==> src/sv/stsc_pkg.sv <==
// Shared types and constants of the slab transport sweep cell.
`default_nettype none
package stsc_pkg;

    localparam int MAX_GROUPS_DEF    = 64;
    localparam int MAX_ORDINATES_DEF = 32;
    localparam int FRAC_BITS_DEF     = 16;

    localparam int QW        = 32;
    localparam int DIV_STEPS = QW;
    localparam int DCW       = $clog2(DIV_STEPS);

    localparam logic OP_LOAD = 1'b0;
    localparam logic OP_CELL = 1'b1;

    localparam logic [1:0] STAT_OK   = 2'd0;
    localparam logic [1:0] STAT_ZDET = 2'd1;
    localparam logic [1:0] STAT_SAT  = 2'd2;

    localparam logic [1:0] CFG_ALB_L   = 2'd0;
    localparam logic [1:0] CFG_ALB_R   = 2'd1;
    localparam logic [1:0] CFG_USE_SRC = 2'd2;
    localparam logic [1:0] CFG_ORD_CNT = 2'd3;

    typedef enum logic [4:0] {
        ST_CLEAR, ST_IDLE, ST_BMUL, ST_RD, ST_MPSI, ST_MP, ST_MQ1, ST_MQ2,
        ST_COEF, ST_MAA, ST_MMM, ST_M1, ST_M2, ST_M3, ST_M4, ST_SUMS,
        ST_DLD1, ST_DIV1, ST_DEND1, ST_DLD2, ST_DIV2, ST_DEND2, ST_FIN
    } state_t;

    typedef enum logic [3:0] {
        MUL_NONE, MUL_PSI, MUL_P, MUL_Q1, MUL_Q2, MUL_AA, MUL_MM,
        MUL_T1, MUL_T2, MUL_T3, MUL_T4, MUL_B
    } mul_sel_t;

    typedef struct packed {
        logic     capture;
        logic     rd;
        logic     clr;
        mul_sel_t mul;
        logic     coef;
        logic     sums;
        logic     div_load;
        logic     div_sel;
        logic     div_step;
        logic     div_end;
        logic     fin;
    } cmd_t;

    typedef struct packed {
        logic out_free;
    } dp_status_t;

endpackage
`default_nettype wire

==> src/sv/stsc_ctrl.sv <==
// Sequencer of the sweep cell: table clear, multiply steps and divider passes.
`default_nettype none
module stsc_ctrl #(
    parameter int AW = 11,
    parameter int DEPTH = 2048
) (
    input  wire logic                   clk,
    input  wire logic                   rst_n,
    input  wire logic                   in_valid,
    input  wire logic                   operation,
    input  wire stsc_pkg::dp_status_t   status,
    output logic                        in_ready,
    output stsc_pkg::cmd_t              cmd,
    output logic [AW-1:0]               clr_addr
);

    stsc_pkg::state_t           state_reg, state_next;
    logic [AW-1:0]              clr_cnt_reg, clr_cnt_next;
    logic [stsc_pkg::DCW-1:0]   div_cnt_reg, div_cnt_next;
    logic                       div_last;

    assign div_last = div_cnt_reg == stsc_pkg::DCW'(stsc_pkg::DIV_STEPS - 1);
    assign clr_addr = clr_cnt_reg;

    always_ff @(posedge clk or negedge rst_n)
    begin
        if (!rst_n)
        begin
            state_reg   <= stsc_pkg::ST_CLEAR;
            clr_cnt_reg <= '0;
            div_cnt_reg <= '0;
        end
        else
        begin
            state_reg   <= state_next;
            clr_cnt_reg <= clr_cnt_next;
            div_cnt_reg <= div_cnt_next;
        end
    end

    always_comb
    begin
        state_next   = state_reg;
        clr_cnt_next = clr_cnt_reg;
        div_cnt_next = '0;
        case (state_reg)
            stsc_pkg::ST_CLEAR:
            begin
                clr_cnt_next = clr_cnt_reg + 1'b1;
                if (clr_cnt_reg == AW'(DEPTH - 1))
                begin
                    state_next = stsc_pkg::ST_IDLE;
                end
            end
            stsc_pkg::ST_IDLE:
            begin
                if (in_valid)
                begin
                    state_next = (operation == stsc_pkg::OP_LOAD) ?
                                 stsc_pkg::ST_BMUL : stsc_pkg::ST_RD;
                end
            end
            stsc_pkg::ST_BMUL:  state_next = stsc_pkg::ST_FIN;
            stsc_pkg::ST_RD:    state_next = stsc_pkg::ST_MPSI;
            stsc_pkg::ST_MPSI:  state_next = stsc_pkg::ST_MP;
            stsc_pkg::ST_MP:    state_next = stsc_pkg::ST_MQ1;
            stsc_pkg::ST_MQ1:   state_next = stsc_pkg::ST_MQ2;
            stsc_pkg::ST_MQ2:   state_next = stsc_pkg::ST_COEF;
            stsc_pkg::ST_COEF:  state_next = stsc_pkg::ST_MAA;
            stsc_pkg::ST_MAA:   state_next = stsc_pkg::ST_MMM;
            stsc_pkg::ST_MMM:   state_next = stsc_pkg::ST_M1;
            stsc_pkg::ST_M1:    state_next = stsc_pkg::ST_M2;
            stsc_pkg::ST_M2:    state_next = stsc_pkg::ST_M3;
            stsc_pkg::ST_M3:    state_next = stsc_pkg::ST_M4;
            stsc_pkg::ST_M4:    state_next = stsc_pkg::ST_SUMS;
            stsc_pkg::ST_SUMS:  state_next = stsc_pkg::ST_DLD1;
            stsc_pkg::ST_DLD1:  state_next = stsc_pkg::ST_DIV1;
            stsc_pkg::ST_DIV1:
            begin
                div_cnt_next = div_cnt_reg + 1'b1;
                if (div_last)
                begin
                    state_next = stsc_pkg::ST_DEND1;
                end
            end
            stsc_pkg::ST_DEND1: state_next = stsc_pkg::ST_DLD2;
            stsc_pkg::ST_DLD2:  state_next = stsc_pkg::ST_DIV2;
            stsc_pkg::ST_DIV2:
            begin
                div_cnt_next = div_cnt_reg + 1'b1;
                if (div_last)
                begin
                    state_next = stsc_pkg::ST_DEND2;
                end
            end
            stsc_pkg::ST_DEND2: state_next = stsc_pkg::ST_FIN;
            stsc_pkg::ST_FIN:
            begin
                if (status.out_free)
                begin
                    state_next = stsc_pkg::ST_IDLE;
                end
            end
            default:            state_next = stsc_pkg::ST_IDLE;
        endcase
    end

    always_comb
    begin
        cmd      = '0;
        cmd.mul  = stsc_pkg::MUL_NONE;
        in_ready = 1'b0;
        case (state_reg)
            stsc_pkg::ST_CLEAR: cmd.clr = 1'b1;
            stsc_pkg::ST_IDLE:
            begin
                in_ready    = 1'b1;
                cmd.capture = in_valid;
            end
            stsc_pkg::ST_BMUL:  cmd.mul = stsc_pkg::MUL_B;
            stsc_pkg::ST_RD:    cmd.rd = 1'b1;
            stsc_pkg::ST_MPSI:  cmd.mul = stsc_pkg::MUL_PSI;
            stsc_pkg::ST_MP:    cmd.mul = stsc_pkg::MUL_P;
            stsc_pkg::ST_MQ1:   cmd.mul = stsc_pkg::MUL_Q1;
            stsc_pkg::ST_MQ2:   cmd.mul = stsc_pkg::MUL_Q2;
            stsc_pkg::ST_COEF:  cmd.coef = 1'b1;
            stsc_pkg::ST_MAA:   cmd.mul = stsc_pkg::MUL_AA;
            stsc_pkg::ST_MMM:   cmd.mul = stsc_pkg::MUL_MM;
            stsc_pkg::ST_M1:    cmd.mul = stsc_pkg::MUL_T1;
            stsc_pkg::ST_M2:    cmd.mul = stsc_pkg::MUL_T2;
            stsc_pkg::ST_M3:    cmd.mul = stsc_pkg::MUL_T3;
            stsc_pkg::ST_M4:    cmd.mul = stsc_pkg::MUL_T4;
            stsc_pkg::ST_SUMS:  cmd.sums = 1'b1;
            stsc_pkg::ST_DLD1:  cmd.div_load = 1'b1;
            stsc_pkg::ST_DIV1:  cmd.div_step = 1'b1;
            stsc_pkg::ST_DEND1: cmd.div_end = 1'b1;
            stsc_pkg::ST_DLD2:
            begin
                cmd.div_load = 1'b1;
                cmd.div_sel  = 1'b1;
            end
            stsc_pkg::ST_DIV2:  cmd.div_step = 1'b1;
            stsc_pkg::ST_DEND2:
            begin
                cmd.div_end = 1'b1;
                cmd.div_sel = 1'b1;
            end
            stsc_pkg::ST_FIN:   cmd.fin = status.out_free;
            default:            cmd.clr = 1'b0;
        endcase
    end

endmodule
`default_nettype wire

==> config.mk <==
export PLATFORM = sky130hd
export DESIGN_NAME = stsc_ctrl
export DESIGN_NICKNAME = d
export VERILOG_FILES = /design/src/sv/stsc_pkg.sv /design/src/sv/stsc_ctrl.sv
export SDC_FILE = /design/constraint.sdc
export NUM_CORES = 1
export LEC_CHECK = 0
export ABC_AREA = 1
export BUFFER_PORTS_ARGS = -buffer_cell sky130_fd_sc_hd__buf_2
export CORE_MARGIN = 2
export CORE_UTILIZATION = 40
export CTS_CLUSTER_DIAMETER = 150
export DETAILED_ROUTE_END_ITERATION = 8
export PLACE_DENSITY = 0.7
export SLEW_MARGIN = 20
export SYNTH_ARGS = -nofsm -noshare
export SYNTH_HDL_FRONTEND = slang
export SYNTH_SLANG_ARGS = --single-unit
==> constraint.sdc <==
create_clock -name clk -period 1.4 [get_ports clk]
set_input_delay 0.14 -clock clk [delete_from_list [all_inputs] [get_ports clk]]
set_output_delay 0.14 -clock clk [all_outputs]
set_load 0.05 [all_outputs]
### Word level (Yosys, flattened, before mapping)

Cells that the tools add are included.
W data, S select, Z words.

* bitwise gates (word level): 0
* multipliers: 0
* div/mod/pow operators: 0
* add/sub/neg operators: 2
* shift-type cells: 0
* reductions and logical operators: 7
* order comparisons: 0
* equality and inequality tests: 29
* multiplexer cells: 20

Operators with widths (count)
* $pmux W5 S22: 1
* $pmux W4 S11: 1
* $eq A5 B4 Y1 const B: 8
* $eq A5 B5 Y1 const B: 8
* $mux W5: 6
* $eq A5 B3 Y1 const B: 4
* $mux W1: 12
* $add A11 B1 Y11 const B: 1
* $eq A11 B11 Y1 const B: 1
* $eq A5 B2 Y1 const B: 2
* $ne A2 B2 Y1 const B: 5
* $reduce_or A2 Y1: 5
* $add A5 B1 Y5 const B: 1
* $eq A5 B1 Y1 const B: 1
* $logic_not A5 Y1: 1
* $reduce_and A5 Y1: 1

* memory bits (read-only): 0
* latch bits: 0
* bits in writable memories: 0
* word-level logic and storage cells: 61
* output and inout port bits: 26
* input bits: 5
* memories kept: 0
* bits in registers: 21

### Longest topological paths before layout

* depth in word-level cells: 3
* mapped depth: 10
* depth with buffers taken out: 10

### Least setup slack after synthesis

No wires, ideal clock.

* kind: reg2out
* start: register state_reg[3]
* end: output port cmd[3] in the netlist's numbering
* path buffers: 0
* arrival: 1861 ps
* path slack: -601 ps
* cell stages (with the launch flop): 4
* required time: 1260 ps
* cells stage by stage: dfrtp_1 -> nor2_4 -> nand2_1 -> o21ai_0

RTL lines
* start: declaration: line stsc_ctrl.sv:17 `stsc_pkg::state_t state_reg, state_next;`
* start signal: assignment: line stsc_ctrl.sv:29 `state_reg <= stsc_pkg::ST_CLEAR;`
* start signal: assignment: line stsc_ctrl.sv:35 `state_reg <= state_next;`
* end: declaration: line stsc_ctrl.sv:13 `output stsc_pkg::cmd_t cmd,`

==> impl_metrics.py <==
metrics = {
    "global_route": {
        "grt_pass1_wl_mm": 7.038,
        "first_global_vias": 1493,
        "gr-total-overflow": 0,
        "grt_antenna_before_repair": 0,
        "grt_use_total": 0.2189,
        "grt_start_max_net_pins": 22,
    },
    "critical_path": {
        "critPathArrivalTime_ns": 1.58,
        "timing.critical_path.fanout_max": 5,
        "worstPathRequired_ns": 1.26,
        "critPathKind": "reg -> out",
        "worst-r2r-cell-count": 8,
        "timing.critical_path.to_type": "primary output",
        "startpoint_type": "flop",
    },
    "clocking": {
        "clock_tree.buffer_depth": 2,
        "htreeDepth": 1,
        "worstSkewPairLatency_ns": 0.30,
        "numClockSinks": 21,
        "cts_made_buffers": 3,
        "cts_tree": "yes",
        "path_clk_slew_ns": 0.11,
        "clock-root-buffer": "clkbuf_4",
    },
    "sta": {
        "minimum_period_implied_by_the_final_worst_setup_slack_ns": 1.721,
        "grt_setup_unrepaired": "true",
        "slew_headroom": 0.6927,
        "setup_violations": 36,
        "setup_ws_ns": -0.3214,
        "final.setup_skew_ns": 0.01065,
        "hold_violations": 0,
        "finalCritPeriodShare": 1.230,
        "maxClockFrequency_mhz": 580.9,
        "final_max_slew_viol_count": 0,
        "worst_pin_slew_ns": 0.4610,
    },
    "power": {
        "cellInternalPower_w": 0.0007189,
        "static-leakage-power_nw": 1.348,
        "comb_power_share": 0.024,
        "clock_power_share": 0.318,
        "power.share.switching": 0.2199,
        "net-switching-power_w": 0.0002026,
        "power.share.sequential": 0.658,
        "max-vdd-ir-drop_mv": 0.3211,
        "power_w": 0.0009215,
        "power-per-cell-area_mw_per_mm2": 372.0,
    },
    "flow_run": {
        "drv.max_cap_violation_count": 0,
    },
    "finish": {
        "filler_cell_count": 254,
        "final_layout_size_suffix_gt1_frac": 0.5963,
        "num_antenna_cells": 0,
        "areaGrowthSynthToFinish_pct": 76.00,
        "largest_register_ffs": 11,
        "final_nets": 279,
        "utilization": 0.7366,
        "final_cell_area_mm2": 0.002477,
    },
    "status": {
        "failed_checks": "setup timing",
        "status": "complete, but fails checks",
    },
    "yosys": {
        "synth.yosys.warnings": 0,
        "yosysUniqueCellTypes": 22,
        "post_synthesis_net_count": 198,
        "ys_ff_latch": 21,
        "netlist_area_before_placement_mm2": 0.001408,
        "yosysSeqAreaShare": 0.3733,
        "synth_area_leaders": "dfrtp_1, nand2_1, nor2_1",
        "netlist.area_leader.share": 0.3733,
        "postSynthAreaPerCell_um2": 7.408,
        "syn_inst": 190,
        "post-synth-top-area-cell": "dfrtp_1",
    },
    "routing": {
        "detail_route.first_pass.iterations": 4,
        "route.detailed.drc": 0,
        "ant_nets": 0,
        "post_drt_via_cell_ratio": 4.899,
        "drt-wirelength-per-cell_um": 14.14,
        "vias": 1548,
        "route.final.wire_length_mm": 4.469,
        "drt_first_iter_violations": 75,
    },
    "floorplanning": {
        "num_rows": 21,
        "floorplan.die.height_um": 63.32,
        "core_region_area_mm2": 0.003363,
        "floorplan.initialDensity": 0.4185,
        "floorplan.io_pins": 31,
        "dieArea_mm2": 0.004009,
        "die_width_um": 63.32,
    },
    "placed_design": {
        "place_area_mm2": 0.001942,
        "post-place-ws_ns": -0.1284,
        "routabilityCongestion": 0.9861,
        "io_buffer_count": 30,
        "hpwlAfterDp_mm": 2.638,
    },
    "min_path": {
        "hp-class": "in -> reg",
        "hold_depth": 4,
    },
}
==> worst max-delay path, stage by stage (launching register included) <==
cell and delay [ns]:
dfrtp_2 0.48, nor2_4 0.23, nand2_2 0.12, buf_4 0.14, o21ai_2 0.13, buf_6 0.18
==> layout by cell type (no fill, tap or decap), types with 3 or more instances in the layout <==
cell       n
nor2_4    16
dfrtp_1   13
buf_4     32
inv_1     20
nor2_1    17
nand3_4    5
nand3_2    9
nand2_2   10
buf_6     27
dfrtp_2    8
inv_4      4
xor2_1     9
o21ai_2    3
buf_2     15
inv_2      6
nand2_1   24
nand2_4    6
nand3_1   11
nand4_1    3
clkbuf_4   3
nor2_2     4
nor3_4     4
==> metrics by stage <==
stage	setup TNS (ns)	hold slack [ns]	std cells
after detailed placement	-0.7526	0.1172	297
after global routing	-8.798	0.2322	316
after CTS	-5.680	0.1910	314
final	-6.395	0.2092	316
after global placement	-0.3548	0.1145	297
after floorplan	-1.102	-0.1556	190
==> power by group through the flow <==
stage                     registers (W)   logic [W]  clock network, W
after floorplan                0.000618  0.00000377                 0
after global placement         0.000618   0.0000206                 0
after detailed placement       0.000618   0.0000211                 0
after CTS                      0.000606   0.0000231          0.000299
after global routing           0.000607   0.0000261          0.000332
final                          0.000606   0.0000221          0.000293
==> final timing paths <==
path | from | to | slack, ns
worst min register to register | clr_addr[10]$_DFFE_PN0N_ | clr_addr[10]$_DFFE_PN0N_ | 0.50
worst min-delay path | status | state_reg[1]$_DFFE_PN0P_ | 0.21
max in group asynchronous | rst_n | state_reg[3]$_DFFE_PN0P_ | 0.74
worst max register to register | state_reg[2]$_DFFE_PN0P_ | clr_addr[9]$_DFFE_PN0N_ | -0.25
worst max-delay path | state_reg[2]$_DFFE_PN0P_ | cmd[3] | -0.32
min in group asynchronous | rst_n | div_cnt_reg[1]$_DFF_PN0_ | 0.30
==> area by class of cell <==
class	instances	area, µm²	share of cell area
multi-input combinational	136	1055	0.4258
clock inverter	1	5.005	0.002020
clock buffer	3	22.52	0.009091
inverter	32	142.6	0.05758
sequential	21	535.5	0.2162
timing repair buffer	77	659.4	0.2662
tap	46	57.56	0.02323
==> layer usage <==
metal	share of wire	vias to the layer above	track usage
met5	0	-	0
li1	-	759	-
met3	0.042	8	0.01250
met2	0.52	50	0.3987
met1	0.42	731	0.2830
met4	0.017	0	0.05163
==> timing repair <==
action / CTS / global route
pin swaps: 22 / 15
endpoints found under the setup margin: 25 / 36
endpoints found under the hold margin: 21 / 0
gates cloned: 0 / 0
resized for setup: 81 / 36
buffers inserted: 12 / 5
hold buffers: 1 / 0
==> Yosys cell counts, drive strengths merged <==
cell and number:
xnor2 2, nand4 3, ha 3, nand3 25, nor2 38, nand2 40
nand3b 1, buf 1, o21ai 7, xor2 9, inv 32, a21oi 2
dfrtp 21, nor3 6
==> logic make-up (layout without fill, tap and decap cells) <==
kind of cell	after synthesis	after routing	share of synthesized area
DFF	21	21	0.3733
AOI/OAI and AO/OA	9	9	0.03200
buffers and inverters	33	113	0.08888
and+or+nand+nor	113	113	0.4107
xor gates and xnor gates	11	11	0.06845
adders and majority gates	3	3	0.02667
Power figures use the tool's default switching activity.
